==> src/rtl/spiral_scan_coordinate_generator_defines.svh <==
// ----------------------------------------------------------------------------
// Spiral scan generator assertion macros
// Shared concurrent assertion wrappers, compiled out when SYNTH is defined.
// ----------------------------------------------------------------------------
`ifndef SPIRAL_SCAN_COORDINATE_GENERATOR_DEFINES_SVH
`define SPIRAL_SCAN_COORDINATE_GENERATOR_DEFINES_SVH

`ifndef SYNTH
// Condition must hold at every clock edge out of reset.
`define SSCG_ASSERT_ALWAYS(label, cond, msg) \
    label: assert property (@(posedge i_clk) disable iff (!i_rst_n) (cond)) \
        else $error(msg);
// Consequent must hold at the clock edge after the antecedent.
`define SSCG_ASSERT_NEXT(label, pre, post, msg) \
    label: assert property (@(posedge i_clk) disable iff (!i_rst_n) (pre) |=> (post)) \
        else $error(msg);
`else
`define SSCG_ASSERT_ALWAYS(label, cond, msg)
`define SSCG_ASSERT_NEXT(label, pre, post, msg)
`endif

`endif

==> src/rtl/sscg_pkg.sv <==
// ----------------------------------------------------------------------------
// Spiral scan generator package
// Heading type, register map and fixed field widths.
// ----------------------------------------------------------------------------
`default_nettype none

package sscg_pkg;

    typedef enum logic [1:0] {
        HEAD_UP    = 2'd0,
        HEAD_RIGHT = 2'd1,
        HEAD_DOWN  = 2'd2,
        HEAD_LEFT  = 2'd3
    } t_heading;

    localparam int CFG_BITS  = 12;
    localparam int ROT_BITS  = 15;
    localparam int ADDR_BITS = 3;
    localparam int DATA_BITS = 32;

    localparam logic REG_LAST_X = 1'b0;
    localparam logic REG_LAST_Y = 1'b1;

endpackage

`default_nettype wire

==> src/rtl/sscg_start.sv <==
// ----------------------------------------------------------------------------
// Spiral start point
// Derives start position, heading and bounds from the canvas extents.
// ----------------------------------------------------------------------------
`default_nettype none

module sscg_start #(
    parameter int COORD_BITS = 12
) (
    input  wire logic [sscg_pkg::CFG_BITS-1:0] i_last_x,
    input  wire logic [sscg_pkg::CFG_BITS-1:0] i_last_y,
    output logic [COORD_BITS+1:0]              o_cur_x,
    output logic [COORD_BITS+1:0]              o_cur_y,
    output sscg_pkg::t_heading                 o_heading,
    output logic [COORD_BITS+1:0]              o_bound_up,
    output logic [COORD_BITS+1:0]              o_bound_down,
    output logic [COORD_BITS+1:0]              o_bound_left,
    output logic [COORD_BITS+1:0]              o_bound_right
);
    import sscg_pkg::*;

    localparam int W = COORD_BITS + 2;
    localparam logic [W-1:0] MASK = W'({COORD_BITS{1'b1}});
    localparam logic [W-1:0] ONE  = W'(1);
    localparam logic [W-1:0] TWO  = W'(2);

    logic [W-1:0] x, y, s, diff, h, dx, dy;
    logic         gt, ge, odd;

    always_comb begin
        x    = W'(i_last_x) & MASK;
        y    = W'(i_last_y) & MASK;
        gt   = (x > y);
        ge   = (x >= y);
        s    = ge ? y : x;
        diff = ge ? (x - y) : (y - x);
        h    = s >> 1;
        odd  = s[0];
        dx   = gt ? diff : '0;
        dy   = gt ? '0 : diff;
    end

    // Heading follows short-side parity and whether the canvas is wider than tall.
    always_comb begin
        if (odd) begin
            o_heading = gt ? HEAD_RIGHT : HEAD_DOWN;
        end else begin
            o_heading = gt ? HEAD_LEFT : HEAD_UP;
        end
    end

    always_comb begin
        o_bound_up    = h - ONE;
        o_bound_down  = h + ONE + dy;
        o_bound_left  = (odd || gt) ? h : (h - ONE);
        o_bound_right = (odd && !gt) ? (h + TWO) : (h + ONE + dx);
    end

    // Start point already backed off one place against the heading.
    always_comb begin
        case (o_heading)
            HEAD_UP: begin
                o_cur_x = h;
                o_cur_y = h + ONE + diff;
            end
            HEAD_LEFT: begin
                o_cur_x = h + diff + ONE;
                o_cur_y = h;
            end
            HEAD_DOWN: begin
                o_cur_x = h + ONE;
                o_cur_y = h - ONE;
            end
            default: begin
                o_cur_x = h;
                o_cur_y = h;
            end
        endcase
    end

endmodule

`default_nettype wire

==> src/rtl/sscg_step.sv <==
// ----------------------------------------------------------------------------
// Spiral single step
// Moves one place along the heading and turns right on meeting a bound.
// ----------------------------------------------------------------------------
`default_nettype none

module sscg_step #(
    parameter int COORD_BITS = 12
) (
    input  wire logic [COORD_BITS+1:0] i_cur_x,
    input  wire logic [COORD_BITS+1:0] i_cur_y,
    input  sscg_pkg::t_heading         i_heading,
    input  wire logic [COORD_BITS+1:0] i_bound_up,
    input  wire logic [COORD_BITS+1:0] i_bound_down,
    input  wire logic [COORD_BITS+1:0] i_bound_left,
    input  wire logic [COORD_BITS+1:0] i_bound_right,
    output logic [COORD_BITS+1:0]      o_cur_x,
    output logic [COORD_BITS+1:0]      o_cur_y,
    output sscg_pkg::t_heading         o_heading,
    output logic [COORD_BITS+1:0]      o_bound_up,
    output logic [COORD_BITS+1:0]      o_bound_down,
    output logic [COORD_BITS+1:0]      o_bound_left,
    output logic [COORD_BITS+1:0]      o_bound_right
);
    import sscg_pkg::*;

    localparam int W = COORD_BITS + 2;
    localparam logic [W-1:0] ONE = W'(1);

    logic [W-1:0] x_inc, x_dec, y_inc, y_dec;

    assign x_inc = i_cur_x + ONE;
    assign x_dec = i_cur_x - ONE;
    assign y_inc = i_cur_y + ONE;
    assign y_dec = i_cur_y - ONE;

    // Position update.
    always_comb begin
        o_cur_x = i_cur_x;
        o_cur_y = i_cur_y;
        case (i_heading)
            HEAD_UP:    o_cur_y = y_dec;
            HEAD_RIGHT: o_cur_x = x_inc;
            HEAD_DOWN:  o_cur_y = y_inc;
            default:    o_cur_x = x_dec;
        endcase
    end

    // Turn and push the bound that was met one place outwards.
    always_comb begin
        o_heading     = i_heading;
        o_bound_up    = i_bound_up;
        o_bound_down  = i_bound_down;
        o_bound_left  = i_bound_left;
        o_bound_right = i_bound_right;
        case (i_heading)
            HEAD_UP: begin
                if (y_dec == i_bound_up) begin
                    o_heading  = HEAD_RIGHT;
                    o_bound_up = i_bound_up - ONE;
                end
            end
            HEAD_RIGHT: begin
                if (x_inc == i_bound_right) begin
                    o_heading     = HEAD_DOWN;
                    o_bound_right = i_bound_right + ONE;
                end
            end
            HEAD_DOWN: begin
                if (y_inc == i_bound_down) begin
                    o_heading    = HEAD_LEFT;
                    o_bound_down = i_bound_down + ONE;
                end
            end
            default: begin
                if (x_dec == i_bound_left) begin
                    o_heading    = HEAD_UP;
                    o_bound_left = i_bound_left - ONE;
                end
            end
        endcase
    end

endmodule

`default_nettype wire

==> src/rtl/spiral_scan_coordinate_generator.sv <==
// ----------------------------------------------------------------------------
// Spiral scan coordinate generator
// Walks a canvas from the center outwards in spiral order, one coordinate
// per input beat, ending at the corner (0,0).
// ----------------------------------------------------------------------------
//
//   channel  direction  handshake                 payload
//   -------  ---------  ------------------------  -------------------------------
//   in       sink       i_in_valid / o_in_stall   i_restart
//   out      source     o_out_valid / i_out_stall o_pos_x o_pos_y
//                                                 o_rotation_steps o_at_end
//                                                 o_overrun
//   cfg      APB        psel penable pwrite       paddr pwdata prdata pready
//
// One beat per cycle while o_in_stall is low: the walk state registers update
// at the edge that accepts an input beat and the result shows on the next
// cycle. The walk state itself is the result register; outputs decode it.
// o_in_stall rises only while a result is held by i_out_stall.
// Synchronous active-low reset loads the start state for a one-point canvas.
// ----------------------------------------------------------------------------
`default_nettype none

`include "spiral_scan_coordinate_generator_defines.svh"

module spiral_scan_coordinate_generator #(
    parameter int COORD_BITS = 12
) (
    input  wire logic                              i_clk,
    input  wire logic                              i_rst_n,

    input  wire logic                              i_in_valid,
    output logic                                   o_in_stall,
    input  wire logic                              i_restart,

    output logic                                   o_out_valid,
    input  wire logic                              i_out_stall,
    output logic [COORD_BITS-1:0]                  o_pos_x,
    output logic [COORD_BITS-1:0]                  o_pos_y,
    output logic [sscg_pkg::ROT_BITS-1:0]          o_rotation_steps,
    output logic                                   o_at_end,
    output logic                                   o_overrun,

    input  wire logic                              psel,
    input  wire logic                              penable,
    input  wire logic                              pwrite,
    input  wire logic [sscg_pkg::ADDR_BITS-1:0]    paddr,
    input  wire logic [sscg_pkg::DATA_BITS-1:0]    pwdata,
    output logic [sscg_pkg::DATA_BITS-1:0]         prdata,
    output logic                                   pready
);
    import sscg_pkg::*;

    localparam int W  = COORD_BITS + 2;
    localparam int RW = (W + 3 > ROT_BITS) ? (W + 3) : ROT_BITS;

    // ------------------------------------------------------------------
    // Configuration registers
    // ------------------------------------------------------------------
    logic [CFG_BITS-1:0] r_last_x, r_last_y;
    logic                w_cfg_wr;
    logic                w_cfg_idx;

    assign pready    = 1'b1;
    assign w_cfg_idx = paddr[2];
    assign w_cfg_wr  = psel && penable && pwrite && pready;

    always_ff @(posedge i_clk) begin
        if (!i_rst_n) begin
            r_last_x <= '0;
            r_last_y <= '0;
        end else if (w_cfg_wr) begin
            case (w_cfg_idx)
                REG_LAST_X: r_last_x <= pwdata[CFG_BITS-1:0];
                REG_LAST_Y: r_last_y <= pwdata[CFG_BITS-1:0];
                default:    r_last_x <= r_last_x;
            endcase
        end
    end

    always_comb begin
        case (w_cfg_idx)
            REG_LAST_X: prdata = DATA_BITS'(r_last_x);
            REG_LAST_Y: prdata = DATA_BITS'(r_last_y);
            default:    prdata = '0;
        endcase
    end

    // ------------------------------------------------------------------
    // Handshake: the walk state advances only on an accepted input beat,
    // and that beat can only land when no result is held or the held one is leaving.
    // ------------------------------------------------------------------
    logic r_out_valid, r_overrun;
    logic w_in_acc;

    assign o_in_stall  = r_out_valid && i_out_stall;
    assign w_in_acc    = i_in_valid && !o_in_stall;
    assign o_out_valid = r_out_valid;

    // ------------------------------------------------------------------
    // Walk state
    // ------------------------------------------------------------------
    logic [W-1:0] r_cur_x, r_cur_y, r_bu, r_bd, r_bl, r_br;
    t_heading     r_heading;

    logic [W-1:0] st_x, st_y, st_bu, st_bd, st_bl, st_br;
    t_heading     st_heading;

    logic [W-1:0] sel_x, sel_y, sel_bu, sel_bd, sel_bl, sel_br;
    t_heading     sel_heading;

    logic [W-1:0] stp_x, stp_y, stp_bu, stp_bd, stp_bl, stp_br;
    t_heading     stp_heading;

    logic [W-1:0] n_cur_x, n_cur_y, n_bu, n_bd, n_bl, n_br;
    t_heading     n_heading;
    logic         n_overrun;
    logic         w_sel_end;

    sscg_start #(
        .COORD_BITS (COORD_BITS)
    ) u_start (
        .i_last_x      (r_last_x),
        .i_last_y      (r_last_y),
        .o_cur_x       (st_x),
        .o_cur_y       (st_y),
        .o_heading     (st_heading),
        .o_bound_up    (st_bu),
        .o_bound_down  (st_bd),
        .o_bound_left  (st_bl),
        .o_bound_right (st_br)
    );

    // Restart loads the start state first; the step then applies to it.
    always_comb begin
        if (i_restart) begin
            sel_x = st_x;   sel_y = st_y;   sel_heading = st_heading;
            sel_bu = st_bu; sel_bd = st_bd; sel_bl = st_bl; sel_br = st_br;
        end else begin
            sel_x = r_cur_x; sel_y = r_cur_y; sel_heading = r_heading;
            sel_bu = r_bu;   sel_bd = r_bd;   sel_bl = r_bl; sel_br = r_br;
        end
    end

    sscg_step #(
        .COORD_BITS (COORD_BITS)
    ) u_step (
        .i_cur_x       (sel_x),
        .i_cur_y       (sel_y),
        .i_heading     (sel_heading),
        .i_bound_up    (sel_bu),
        .i_bound_down  (sel_bd),
        .i_bound_left  (sel_bl),
        .i_bound_right (sel_br),
        .o_cur_x       (stp_x),
        .o_cur_y       (stp_y),
        .o_heading     (stp_heading),
        .o_bound_up    (stp_bu),
        .o_bound_down  (stp_bd),
        .o_bound_left  (stp_bl),
        .o_bound_right (stp_br)
    );

    assign w_sel_end = (sel_x == '0) && (sel_y == '0);

    // Hold everything once the end corner is reached; flag the overrun.
    always_comb begin
        n_overrun = w_sel_end;
        if (w_sel_end) begin
            n_cur_x = sel_x;   n_cur_y = sel_y;   n_heading = sel_heading;
            n_bu = sel_bu;     n_bd = sel_bd;     n_bl = sel_bl;  n_br = sel_br;
        end else begin
            n_cur_x = stp_x;   n_cur_y = stp_y;   n_heading = stp_heading;
            n_bu = stp_bu;     n_bd = stp_bd;     n_bl = stp_bl;  n_br = stp_br;
        end
    end

    always_ff @(posedge i_clk) begin
        if (!i_rst_n) begin
            r_out_valid <= 1'b0;
            r_overrun   <= 1'b0;
            r_cur_x     <= '0;
            r_cur_y     <= W'(1);
            r_heading   <= HEAD_UP;
            r_bu        <= '1;
            r_bd        <= W'(1);
            r_bl        <= '1;
            r_br        <= W'(1);
        end else begin
            if (w_in_acc) begin
                r_out_valid <= 1'b1;
                r_overrun   <= n_overrun;
                r_cur_x     <= n_cur_x;
                r_cur_y     <= n_cur_y;
                r_heading   <= n_heading;
                r_bu        <= n_bu;
                r_bd        <= n_bd;
                r_bl        <= n_bl;
                r_br        <= n_br;
            end else if (!i_out_stall) begin
                // drop the result once it has been taken
                r_out_valid <= 1'b0;
            end
        end
    end

    // ------------------------------------------------------------------
    // Result decode from the walk state
    // ------------------------------------------------------------------
    logic signed [RW-1:0] w_span;
    logic        [RW-1:0] w_rot;
    logic                 w_cur_end;

    assign w_span = RW'($signed(r_br)) - RW'($signed(r_bl))
                  + RW'($signed(r_bd)) - RW'($signed(r_bu));
    assign w_rot  = RW'(w_span <<< 1) - RW'(1);

    assign w_cur_end        = (r_cur_x == '0) && (r_cur_y == '0);
    assign o_pos_x          = r_cur_x[COORD_BITS-1:0];
    assign o_pos_y          = r_cur_y[COORD_BITS-1:0];
    assign o_rotation_steps = w_rot[ROT_BITS-1:0];
    assign o_at_end         = w_cur_end;
    assign o_overrun        = r_overrun;

    // ------------------------------------------------------------------
    // Assertions
    // ------------------------------------------------------------------
    `SSCG_ASSERT_ALWAYS(a_overrun_at_end, !(r_out_valid && r_overrun) || w_cur_end, "overrun away from end corner")
    `SSCG_ASSERT_NEXT(a_single_axis_move, w_in_acc && !i_restart && !w_cur_end, (r_cur_x != $past(r_cur_x)) ^ (r_cur_y != $past(r_cur_y)), "step did not move exactly one axis")
    `SSCG_ASSERT_NEXT(a_end_hold, w_in_acc && !i_restart && w_cur_end, $stable(r_cur_x) && $stable(r_cur_y) && r_overrun, "position moved past end corner")

endmodule

`default_nettype wire
==> config.mk <==
export PLATFORM = sky130hd
export DESIGN_NAME = spiral_scan_coordinate_generator
export DESIGN_NICKNAME = d
export VERILOG_FILES = /design/src/rtl/sscg_pkg.sv /design/src/rtl/sscg_start.sv /design/src/rtl/sscg_step.sv /design/src/rtl/spiral_scan_coordinate_generator.sv
export VERILOG_INCLUDE_DIRS = /design/src /design/src/rtl
export SDC_FILE = /design/constraint.sdc
export NUM_CORES = 1
export LEC_CHECK = 0
export BUFFER_PORTS_ARGS = -buffer_cell sky130_fd_sc_hd__buf_2
export CORE_AREA = 2 2 177 249
export CTS_CLUSTER_DIAMETER = 200
export DETAILED_ROUTE_END_ITERATION = 10
export DIE_AREA = 0 0 179 251
export PLACE_DENSITY = 0.66
export SYNTH_ARGS = -nofsm -noshare
export SYNTH_HDL_FRONTEND = slang
export SYNTH_SLANG_ARGS = --single-unit
export TNS_END_PERCENT = 50
==> constraint.sdc <==
create_clock -name i_clk -period 8.7 [get_ports i_clk]
set_clock_uncertainty 0.05 [all_clocks]
set_input_delay 0.435 -clock i_clk [delete_from_list [all_inputs] [get_ports i_clk]]
set_output_delay 0.435 -clock i_clk [all_outputs]
set_load 0.01 [all_outputs]
# Word-level counts from Yosys, hierarchy flattened
# Index checks and enable logic that the tools add are counted.
# op_classes
n_mux	43
n_addsub	22
n_reduce_logical	20
eq_ne	9
bitwise_logic	1
n_lt_le_gt_ge	2
# op_table
operator	count
2-to-1 mux 14 bit	25
case mux 14 bit (2 select lines)	4
adder 14 x 1 -> 14 bit, second input constant	5
case mux 32 bit (2 select lines)	1
adder 14 bit	4
equality test 14 bit	4
zero test 14 bit	4
subtractor 14 x 1 -> 14 bit, second input constant	4
subtractor 14 bit	2
subtractor 12 x 12 -> 13 bit	2
2-to-1 mux 2 bit	9
subtractor 15 x 2 -> 15 bit, second input constant	1
adder 13 x 1 -> 14 bit, second input constant	1
adder 13 x 14 -> 14 bit	1
adder 13 x 2 -> 14 bit, second input constant	1
subtractor 13 x 1 -> 14 bit, second input constant	1
greater-or-equal comparator 12 bit	1
> comparator 12 bit	1
2-to-1 mux 12 bit	1
logical AND 1 bit	7
equality test 2 bit, second input constant	3
case mux 2 bit (3 select lines)	1
zero test 2 bit	2
AND reduction 2 bit	2
8 further kinds	10
# totals
reg_bits	112
output_inout_bits	76
in_bits	43
wordCells	108

# Depth between registers and ports, before layout
# Gate-level depths: netlist of run 1.
# logic_depth
depth_word	11
depth_mapped	35
mapped_depth_nobuf	29

# By module
# Synthesis of run 1 repeated with hierarchy kept, for this count alone.
# hier_totals
hier_cells	2364
area_unflattened_um2	17386.7
# modules_own_cells
module	cells_per_inst	area_per_inst_um2	n_inst
spiral_scan_coordinate_generator	982	7906.3	1
sscg_start	782	5465.2	1
sscg_step	600	4015.1	1

# Worst setup path before layout of run 1
# OpenSTA, ideal clock, no wires.
# synth_timing
kind	register to register
start	register r_last_x[3]
end	register r_br[12]
arrival_ns	7.332
n_path_buf	8
slack_ns	1.201
synth_period_minus_slack_ns	7.499
path_stages_with_launch	32
cell_sequence	dfxtp_1 -> clkbuf_1 -> inv_1 -> ha_1 -> a21o_1 -> a21oi_2 -> a21oi_4 -> buf_4 -> o21ai_2 -> buf_2 -> clkbuf_1 -> buf_1 -> clkbuf_1 -> ha_1 -> clkbuf_1 -> clkinv_1 -> nor2_1 -> a21oi_1 -> o21ai_1 -> inv_1 -> ha_1 -> buf_1 -> and3_1 -> a2111o_1 -> nor3_1 -> nand3_1 -> a21oi_1 -> o2111ai_1 -> or4_4 -> or2_1 -> or4_1 -> a32o_1
# synth_between
elab_chain_cells	11
elab_cells_between_ends	39
# synth_lines
element	line_no	source
start: declaration	spiral_scan_coordinate_generator.sv:59	logic [CFG_BITS-1:0] r_last_x, r_last_y;
start signal: assignment	spiral_scan_coordinate_generator.sv:73	REG_LAST_X: r_last_x <= pwdata[CFG_BITS-1:0];
start signal: assignment	spiral_scan_coordinate_generator.sv:75	default: r_last_x <= r_last_x;
subtractor 12 x 12 -> 13 bit, or another cell as far along	sscg_start.sv:36	diff = ge ? (x - y) : (y - x);
2-to-1 mux 14 bit, or another cell as far along	sscg_start.sv:36	
adder 13 x 14 -> 14 bit or 2-to-1 mux 2 bit (tied branches)	sscg_start.sv:67, sscg_start.sv:45	
adder 14 x 1 -> 14 bit or equality test 2 bit (tied branches)	sscg_start.sv:67, sscg_start.sv:61	
case mux 14 bit (2 select lines)	sscg_start.sv:61	case (o_heading)
2-to-1 mux 14 bit	spiral_scan_coordinate_generator.sv:135	if (i_restart) begin
adder 14 x 1 -> 14 bit	sscg_step.sv:32	assign x_inc = i_cur_x + ONE;
equality test 14 bit	sscg_step.sv:64	if (x_inc == i_bound_right) begin
2-to-1 mux 14 bit	sscg_step.sv:64	
2-to-1 mux 14 bit	sscg_step.sv:56	case (i_heading)
2-to-1 mux 14 bit (*)	spiral_scan_coordinate_generator.sv:168	if (w_sel_end) begin
end signal: assignment	spiral_scan_coordinate_generator.sv:198	r_br <= n_br;
end: declaration	spiral_scan_coordinate_generator.sv:102	logic [W-1:0] r_cur_x, r_cur_y, r_bu, r_bd, r_bl, r_br;
# Mark *: on every way between the ends. The rest lies on a longest branch, timed or not.
# A chain may end at the register's enable or synchronous reset.

# Worst setup path after layout of run 1
# layout_timing
start	register r_last_x[4]
end	register r_br[5]
# The elaborated chain is that of the path after synthesis.

==> out/results.tsv, run 1 <==
metric	value	unit
status	finished, final reports clean	
holdBufCountCts	0	
cap_violations	0	
tightestPinTransition	1.18	ns
arrival	8.59	ns
syn_inst	2392	
cts_tree	done	
cpMaxStageDelayCell	o31ai_4	
ir_drop	0.110	mV
hold_viol_final	0	
drive_gt1_share	15.6	%
clock-sinks	112	
min_period_over_period	95.4	%
grt_start_max_net_pins	66	
start_util	39.7	%
grt_pass1_vias	18700	
slowest_delay	0.63	ns
dieArea	44900	um^2
synth_seq_cells	112	
fmax	120	MHz
postCtsSetupBuffers	0	
final_common_cell	nand2_1	
grt_use_total	35.0	%
min_path_type	in2reg	
async_flop_share	0	%
grt_pass1_wl	116	mm
place.port_buffers	74	
clk_pin_slew	0.10	ns
rr_worst_depth	28	
fp.dieH	251	um
post-place-ws	0.528	ns
drtIter0Drc	1645	
rsz0062_at_grt	no	
syn_to_final_growth	14.5	%
worst_setup_path_end_kind	flip-flop	
slew_headroom	20.5	%
fin_nets	2733	
diodes	0	
swShare	52.0	%
start_kind	flip-flop	
met2_usage	57.7	%
power_density	188	nW/um^2
fin_total_pwr	0.00364	W
worstSetupPathType	reg2reg	
pin_count	119	
p_int	0.00175	W
clock_path_buffers	2	
worstPathRequired	8.99	ns
placementRows	90	
place_congestion	1.05	
post-dp-hpwl	63.6	mm
final_cell_count_no_fill	3115	
cts_root_buf	clkbuf_16	
layout_common_cells	nand2_1, buf_4, nor2_1	
power_frac_seq	17.3	%
setup_slack	0.399	ns
holdPathStages	3	
period_minus_slack	8.30	ns
drc	0	
synth_edf_count	0	
synth.distinct_cells	100	
n_fill_cell	4496	
pwr-share-clk	13.0	%
placed_cells	3099	
firstDrtPassIters	5	
overflow	0	
maxSlewViolCount	0	
htree_levels	3	
fp.dieW	179	um
yosysTopAreaCell	dfxtp_1	
viasPerCell	6.26	
ys_seq_area_share	13.2	%
combPwrFrac	69.6	%
ys.flop_type	dfxtp_1	
ys_warn_count	0	
core_area	42700	um^2
leakagePower	8.29	nW
post_cts_resized	0	
power.switching	0.00190	W
clkLatencyLatePin	0.40	ns
tns	0	ns
final_core_util	45.4	%
setup_viol	0	
routedWlPerCell	25.4	um
critPathMaxFanout	9	
numCtsBuffers	9	
top_usage_layer	met2	
num_vias	19500	
yosysTopAreaCellShare	13.2	%
netlist_area	16900	um^2
drt_wl_total	79.2	mm
ant_nets	0	
avgSynthCellArea	7.08	um^2
antenna_found_initial	0	
synth.area.top_cells	dfxtp_1, xnor2_1, ha_1, nand2_1, a21oi_1	
met1_usage	38.0	%
grt_use_met3	6.67	%
## sequential cells by signal, indices dropped and copies added, names as in the netlist, 2 cells and up
signal / flops
r_br: 14
r_last_y: 12
r_bd: 14
r_heading: 2
r_bu: 14
r_bl: 14
r_cur_x: 14
r_last_x: 12
r_cur_y: 14
## path summary, 6_finish.rpt
path	startpoint	slack (ns)	end
setup / recovery	r_last_x[4]	0.40	r_br[5]
hold / removal	pwdata[5]	0.23	r_last_x[5]
setup reg to reg	r_last_x[4]	0.40	r_br[5]
hold reg to reg	o_overrun	0.41	o_overrun
## cells by family (layout without fill, tap and decap cells)
family	Yosys count	in the layout	synth area share (%)
other cells	2	22	0.0443
mux	70	70	4.26
fa+ha+maj	132	132	11.2
xor+xnor	205	205	11.0
compound gates	620	620	24.7
simple gates	938	938	27.3
flops	112	112	13.2
buf+inv	313	464	8.28
## per-stage QoR
stage                     instance area (um^2)  hold WS [ns]
after floorplan                          17000         0.395
after global placement                   19100         0.393
after detailed placement                 19100         0.400
after CTS                                19400         0.224
after global routing                     19400         0.237
final                                    19400         0.228
## layer usage
metal	wire length, um	up-vias
met5	0	-
li1	-	8943
met3	6340	335
met1	27900	9201
met2	36800	1023
met4	8270	0
## power groups by stage
stage / Combinational [W] / Sequential (W) / Clock, W
2_1_floorplan: 0.00159 / 0.000604 / 0
4_1_cts: 0.00247 / 0.000628 / 0.000479
6_report: 0.00254 / 0.000631 / 0.000475
3_5_place_dp: 0.00246 / 0.000639 / 0
5_1_grt: 0.00271 / 0.000634 / 0.000494
3_3_place_gp: 0.00243 / 0.000638 / 0
## critical path: cells and delay by family (launching register included)
kind / cells / cell delay (ns)
adders and majority gates: 3 / 1.06
AOI/OAI and AO/OA: 11 / 2.71
buffers and inverters: 2 / 0.26
and+or+nand+nor: 9 / 2.63
DFF: 1 / 0.54
xor gates and xnor gates: 3 / 0.97
## cell type report
cell class / count / area [um^2] / share of cell area, %
multi-input combinational: 1987 / 13400 / 69.2
timing repair buffer: 317 / 2260 / 11.7
sequential: 112 / 2240 / 11.6
tap: 552 / 691 / 3.56
inverter: 131 / 492 / 2.54
clock buffer: 11 / 233 / 1.20
clock inverter: 5 / 66.3 / 0.342
## cells in the mapped netlist (all sizes together) (18+ instances only)
cell	count
a21oi	165
nor2b	18
nand3	107
fa	32
a211oi	32
inv	126
xnor2	160
nor2	197
or3	34
mux2i	53
nand2	276
a21o	26
xor2	40
o21ai	130
dfxtp	112
nor4	43
o211ai	26
and3	30
nor3	86
nand4	40
clkbuf	96
a31oi	27
buf	86
ha	100
and2	18
No activity file was read; power rests on OpenSTA's default activity.
==> run 2, diff against run 1 <==
CORE_AREA = 2 2 223 313   (was 2 2 177 249)
DIE_AREA = 0 0 225 315   (was 0 0 179 251)
PLACE_DENSITY = 0.5   (was 0.66)
==> run 2 against run 1 <==
Wire length up 2.0%. Final area down 1.9%. Final cell count up 7.2%. Clock power down 4%. Count of clock-buffer cells in the layout down 1. Combinational power down 5%. Critical path depth down 2. Non-clock buffer count down 95. Core utilization down 18 points. Highest routed layer unchanged.
==> out/results.tsv, run 2 (synthesized netlist as in run 1, its figures left out) <==
metric	value	unit	change
place_congestion	0.974		was 1.05
grt_pass1_vias	17600		was 18,700
final_common_cell	nand2_1		unchanged
start_kind	flip-flop		unchanged
antenna_found_initial	0		unchanged
pin_count	119		unchanged
ant_nets	0		unchanged
placed_cells	3322		was 3,099
period_minus_slack	8.32	ns	was 8.30 ns
fp.dieW	225	um	was 179 um
regToRegSetupSlack	0.38	ns	was 0.40 ns
cts_root_buf	clkbuf_16		unchanged
dieArea	70900	um^2	was 44,900 um^2
diodes	0		unchanged
maxSlewViolCount	0		unchanged
wl_met2	38.3	mm	was 36.8 mm
drc	0		unchanged
firstDrtPassIters	6		was 5
crit_family	simple AND/OR/NAND/NOR gates		was compound AO/OA/AOI/OAI gates
post-dp-hpwl	65.4	mm	was 63.6 mm
min_period_over_period	95.6	%	was 95.4%
timing.rr.start	r_last_y[9]		was r_last_x[4]
critPathMaxFanout	45		was 9
numCtsBuffers	9		unchanged
n_fill_cell	7640		was 4,496
power.switching	0.00188	W	was 0.00190 W
setup_viol	0		unchanged
final_cell_count_no_fill	3338		was 3,115
hold_viol_final	0		unchanged
fin_nets	2638		was 2,733
slowest_delay	0.59	ns	was 0.63 ns
drive_gt1_share	12.5	%	was 15.6%
ir_drop	0.119	mV	was 0.110 mV
arrival	8.59	ns	about the same
path_common_cell	buf_4		
syn_to_final_growth	12.3	%	was 14.5%
overflow	0		unchanged
drt_wl_total	80.8	mm	was 79.2 mm
htree_levels	3		unchanged
start_util	24.8	%	was 39.7%
clock_path_buffers	2		unchanged
core_area	68300	um^2	was 42,700 um^2
min_path_type	in2reg		unchanged
place.port_buffers	74		unchanged
r2r_end	r_br[12]		was r_br[5]
clock-sinks	112		unchanged
drtIter0Drc	1712		was 1,645
viasPerCell	5.59		was 6.26
num_vias	18600		was 19,500
ff_latch_area	2240	um^2	unchanged
grt_pass1_wl	117	mm	was 116 mm
worstSetupPathType	reg2reg		unchanged
post_cts_resized	0		unchanged
multi_input_area	13400	um^2	about the same
rsz0062_at_grt	yes		was no
grt_use_total	22.3	%	was 35.0%
startpoint	r_last_y[9]		was r_last_x[4]
top_layer	met4		unchanged
layout_common_cells	nand2_1, nor2_1, a21oi_1		was nand2_1, buf_4, nor2_1
power_density	185	nW/um^2	was 188 nW/um^2
routedWlPerCell	24.2	um	was 25.4 um
fp.dieH	315	um	was 251 um
status	finished, final reports clean		unchanged
crit_buf_inv	4		was 2
rr_worst_depth	26		was 28
slew_headroom	35.8	%	was 20.5%
wl_met3	4.49	mm	was 6.34 mm
placementRows	114		was 90
post-place-ws	0.394	ns	was 0.528 ns
clkLatencyLatePin	0.42	ns	was 0.40 ns
cpMaxStageDelayCell	or4b_1		was o31ai_4
setup_slack	0.380	ns	was 0.399 ns
p_int	0.00163	W	was 0.00175 W
leakagePower	7.81	nW	was 8.29 nW
combPwrFrac	68.9	%	was 69.6%
swShare	53.6	%	was 52.0%
grt_start_max_net_pins	60		was 66
postCtsSetupBuffers	0		unchanged
cts_tree	done		unchanged
worst_setup_path_end_kind	flip-flop		unchanged
holdBufCountCts	0		unchanged
tightestPinTransition	0.962	ns	was 1.18 ns
crit_path_end	r_br[12]		was r_br[5]
fmax	120	MHz	about the same
clk_pin_slew	0.10	ns	about the same
crit_cells	26		was 28
cap_violations	0		unchanged
worstPathRequired	8.97	ns	was 8.99 ns
pwr-share-clk	13.0	%	about the same
power_frac_seq	18.1	%	was 17.3%
wl_met1	30.7	mm	was 27.9 mm
-- run 2: worst min path at each step --
stage / start / to / slack [ns] / cells after the start
3_5_place_dp: o_overrun / o_overrun / 0.41 / 2
4_1_cts: i_in_valid / o_out_valid / 0.19 / 2
5_1_grt: pwdata[0] / r_last_y[0] / 0.22 / 3
2_1_floorplan: r_cur_y[13] / r_cur_y[13] / 0.40 / 2
6_report: i_in_valid / o_out_valid / 0.20 / 2
3_3_place_gp: o_overrun / o_overrun / 0.40 / 2
-- run 2: metrics by stage --
step	total power, W	hold WS (ns)	instance area [um^2]	util, %	TNS [ns]
after floorplan	0.00219	0.395	17000	-	0
after global placement	0.00302	0.404	18700	27.4	0
after detailed placement	0.00302	0.412	18700	27.4	0
after CTS	0.00349	0.191	19000	27.8	0
after global routing	0.00374	0.218	19000	27.9	-0.0358
final	0.00352	0.204	19000	27.9	0
-- run 2: power by group through the flow --
stage / Clock [W] / Sequential, W / Combinational [W]
floorplan: 0 / 0.000604 / 0.00159
finish: 0.000457 / 0.000637 / 0.00242
CTS: 0.000470 / 0.000636 / 0.00238
global route: 0.000485 / 0.000640 / 0.00261
detailed placement: 0 / 0.000647 / 0.00237
global placement: 0 / 0.000648 / 0.00237
-- run 2: worst register-to-register path, stage by stage, from the launching register on --
cell       delay, ns
dfxtp_1         0.43
ha_1            0.51
nand4_1         0.19
buf_4           0.23
nor3_2          0.42
o21ai_4         0.13
buf_4           0.33
nand2_1         0.16
buf_4           0.19
mux2i_1         0.24
xor2_1          0.45
inv_1           0.29
ha_1            0.40
nor2b_1         0.17
o31a_1          0.27
a21oi_1         0.22
a31oi_1         0.12
o311a_1         0.17
a221o_1         0.39
or3_1           0.38
or4b_1          0.59
a21oi_2         0.18
o2111ai_1       0.15
or4_4           0.48
or2_1           0.29
or4_1           0.52
a32o_1          0.28
-- run 2: routing by layer --
metal  up-vias  track usage [%]
li1       8733                -
met1      8850             25.0
met2       794             37.9
met3       272             3.12
met4         0             17.8
met5         -                0
-- run 2: cell type report --
| cell class | count | share of cell area (%) |
|---|---|---|
| repair buffers | 222 | 7.80 |
| multi-input cells | 1987 | 70.6 |
| flip-flops and latches | 112 | 11.8 |
| clock buffers | 10 | 1.26 |
| well taps | 870 | 5.72 |
| inverters | 131 | 2.58 |
| clock inverters | 6 | 0.270 |
==> run 3, diff against run 2 <==
--- a/config.mk
+++ b/config.mk
@@ -13,3 +13,5 @@
 export DIE_AREA = 0 0 225 315
+export HOLD_SLACK_MARGIN = 0.06
 export PLACE_DENSITY = 0.5
+export RECOVER_POWER = 25
 export SYNTH_ARGS = -nofsm -noshare
==> constraint.sdc (replaced) <==
create_clock -name i_clk -period 8.7 [get_ports i_clk]
set_clock_uncertainty 0.05 [all_clocks]
set_input_delay 1.74 -clock i_clk [delete_from_list [all_inputs] [get_ports i_clk]]
set_output_delay 1.74 -clock i_clk [all_outputs]
set_load 0.01 [all_outputs]
==> run 3 against run 2 <==
The run now ends with capacitance limit, slew limit left. Worst hold slack better by 0.22 ns. Wire length is 0.75% lower. Combinational power hardly changed. Sequential share of layout area hardly changed. First-iteration DRC count is 16% higher. Sequential power hardly changed. Sequential cell count stayed put.
==> out/results.tsv, run 3 (synthesized netlist as in run 1, its figures left out) <==
metric	value	unit	change
cap_violations	1		was 0
grt_start_max_net_pins	51		was 60
n_fill_cell	7581		was 7,640
ant_nets	0		unchanged
maxSlewViolCount	44		was 0
final_common_cell	nand2_1		unchanged
syn_to_final_growth	12.4	%	was 12.3%
clock_path_buffers	2		unchanged
place.port_buffers	74		unchanged
drive_gt1_share	11.5	%	was 12.5%
critPathMaxFanout	34		was 45
fp.dieW	225	um	unchanged
grt_use_total	22.4	%	was 22.3%
worst_setup_path_end_kind	flip-flop		unchanged
grt_pass1_wl	118	mm	was 117 mm
clock-sinks	112		unchanged
viasPerCell	5.63		was 5.59
setup_slack	0.502	ns	was 0.380 ns
drt_wl_total	80.2	mm	was 80.8 mm
hold_viol_final	0		unchanged
final_core_util	27.9	%	about the same
cts_tree	done		unchanged
htree_levels	3		unchanged
setup_viol	0		unchanged
clk_pin_slew	0.10	ns	about the same
postCtsSetupBuffers	0		unchanged
power_density	185	nW/um^2	about the same
post-place-ws	0.306	ns	was 0.394 ns
worstPathRequired	8.91	ns	was 8.97 ns
placementRows	114		unchanged
ir_drop	0.129	mV	was 0.119 mV
num_vias	18800		was 18,600
leakagePower	7.73	nW	was 7.81 nW
numCtsBuffers	9		unchanged
grt_pass1_vias	18000		was 17,600
violations	capacitance limit, slew limit		
slew_headroom	-84.1	%	was 35.8%
tightestPinTransition	2.76	ns	was 0.962 ns
fmax	122	MHz	was 120 MHz
firstDrtPassIters	6		unchanged
clkLatencyLatePin	0.43	ns	was 0.42 ns
drtIter0Drc	1993		was 1,712
post-dp-hpwl	64.9	mm	was 65.4 mm
pin_count	119		unchanged
rsz0062_at_grt	no		was yes
status	finished, violations left		was finished, final reports clean
fp.dieH	315	um	unchanged
arrival	8.41	ns	was 8.59 ns
place_congestion	1.01		was 0.974
start_kind	flip-flop		unchanged
start_util	24.8	%	unchanged
layout_common_cells	nand2_1, nor2_1, a21oi_1		unchanged
min_period_over_period	94.2	%	was 95.6%
period_minus_slack	8.20	ns	was 8.32 ns
core_area	68300	um^2	unchanged
worstSetupPathType	reg2reg		unchanged
diodes	0		unchanged
cts_root_buf	clkbuf_16		unchanged
antenna_found_initial	1		was 0
min_path_type	reg2reg		was in2reg
fin_nets	2639		was 2,638
drc	0		unchanged
dieArea	70900	um^2	unchanged
tns	0	ns	unchanged
overflow	0		unchanged
routedWlPerCell	24.0	um	was 24.2 um
run 3: cell types whose count changed in the layout (fill, tap and decap cells not counted), sizes merged:
| cell | before | now |
|---|---|---|
| clkinv | 8 | 5 |
| inv | 129 | 131 |
| clkinvlp | 0 | 1 |
| clkbuf | 10 | 34 |
| buf | 222 | 198 |
| bufinv | 0 | 1 |
run 3: where the power goes:
part / internal [W] / switching, W / leakage (nW)
Combinational: 0.000858 / 0.00155 / 6.66
Clock: 0.000230 / 0.000250 / 0.150
Sequential: 0.000560 / 0.0000767 / 0.916
Total: 0.00165 / 0.00188 / 7.73
run 3: stage by stage:
step	instances	instance area, um^2	total power [W]	hold slack [ns]
global placement	3323	18700	0.00301	0.412
detailed placement	3323	18700	0.00301	0.411
finish	3339	19000	0.00353	0.429
floorplan	2412	17000	0.00219	0.395
CTS	3339	19100	0.00351	0.425
global route	3339	19000	0.00375	0.452
run 3: final cells by class:
class	instances	area (um^2)	area share [%]
Clock buffer	9	225	1.18
Multi-Input combinational cell	1987	13400	70.6
Tap cell	870	1090	5.72
Inverter	131	492	2.58
Clock inverter	7	86.3	0.454
Sequential cell	112	2240	11.8
Timing Repair Buffer	223	1470	7.72
run 3: worst paths after layout:
path,from,endpoint,slack [ns],cells after the start
hold reg to reg,o_overrun,o_overrun,0.43,2
setup / recovery,r_last_x[4],r_bl[7],0.50,25
hold / removal,o_overrun,o_overrun,0.43,2
setup reg to reg,r_last_x[4],r_bl[7],0.50,25
run 3: what timing repair did:
item,in CTS,in global routing
gates resized for setup,0,2
hold buffers,0,0
setup endpoints to repair,0,13
run 3: critical path, stage by stage (launching register included):
cell and delay [ns]:
dfxtp_1 0.52, inv_1 0.19, ha_1 0.49, nand3_2 0.15
o31ai_4 0.43, a21o_1 0.21, buf_4 0.37, o21ai_0 0.16
a32oi_1 0.41, xor2_1 0.38, inv_1 0.26, ha_1 0.44
inv_1 0.09, nor3_1 0.21, a2bb2oi_1 0.36, xnor2_1 0.16
o221ai_1 0.15, a211oi_1 0.51, and2_1 0.22, nand2b_1 0.12
nor3_1 0.21, a31oi_1 0.06, or4_1 0.71, nor4_1 0.83
or3_1 0.20, o2111ai_1 0.11
run 3: per-layer routing:
layer  vias to the layer above  GRT usage [%]  share of wire [%]
met4                         0           19.2                9.6
met2                       831           37.6                 47
li1                       8756              -                  -
met5                         -              0                  0
met1                      8897           25.2                 38
met3                       298           2.75                5.6
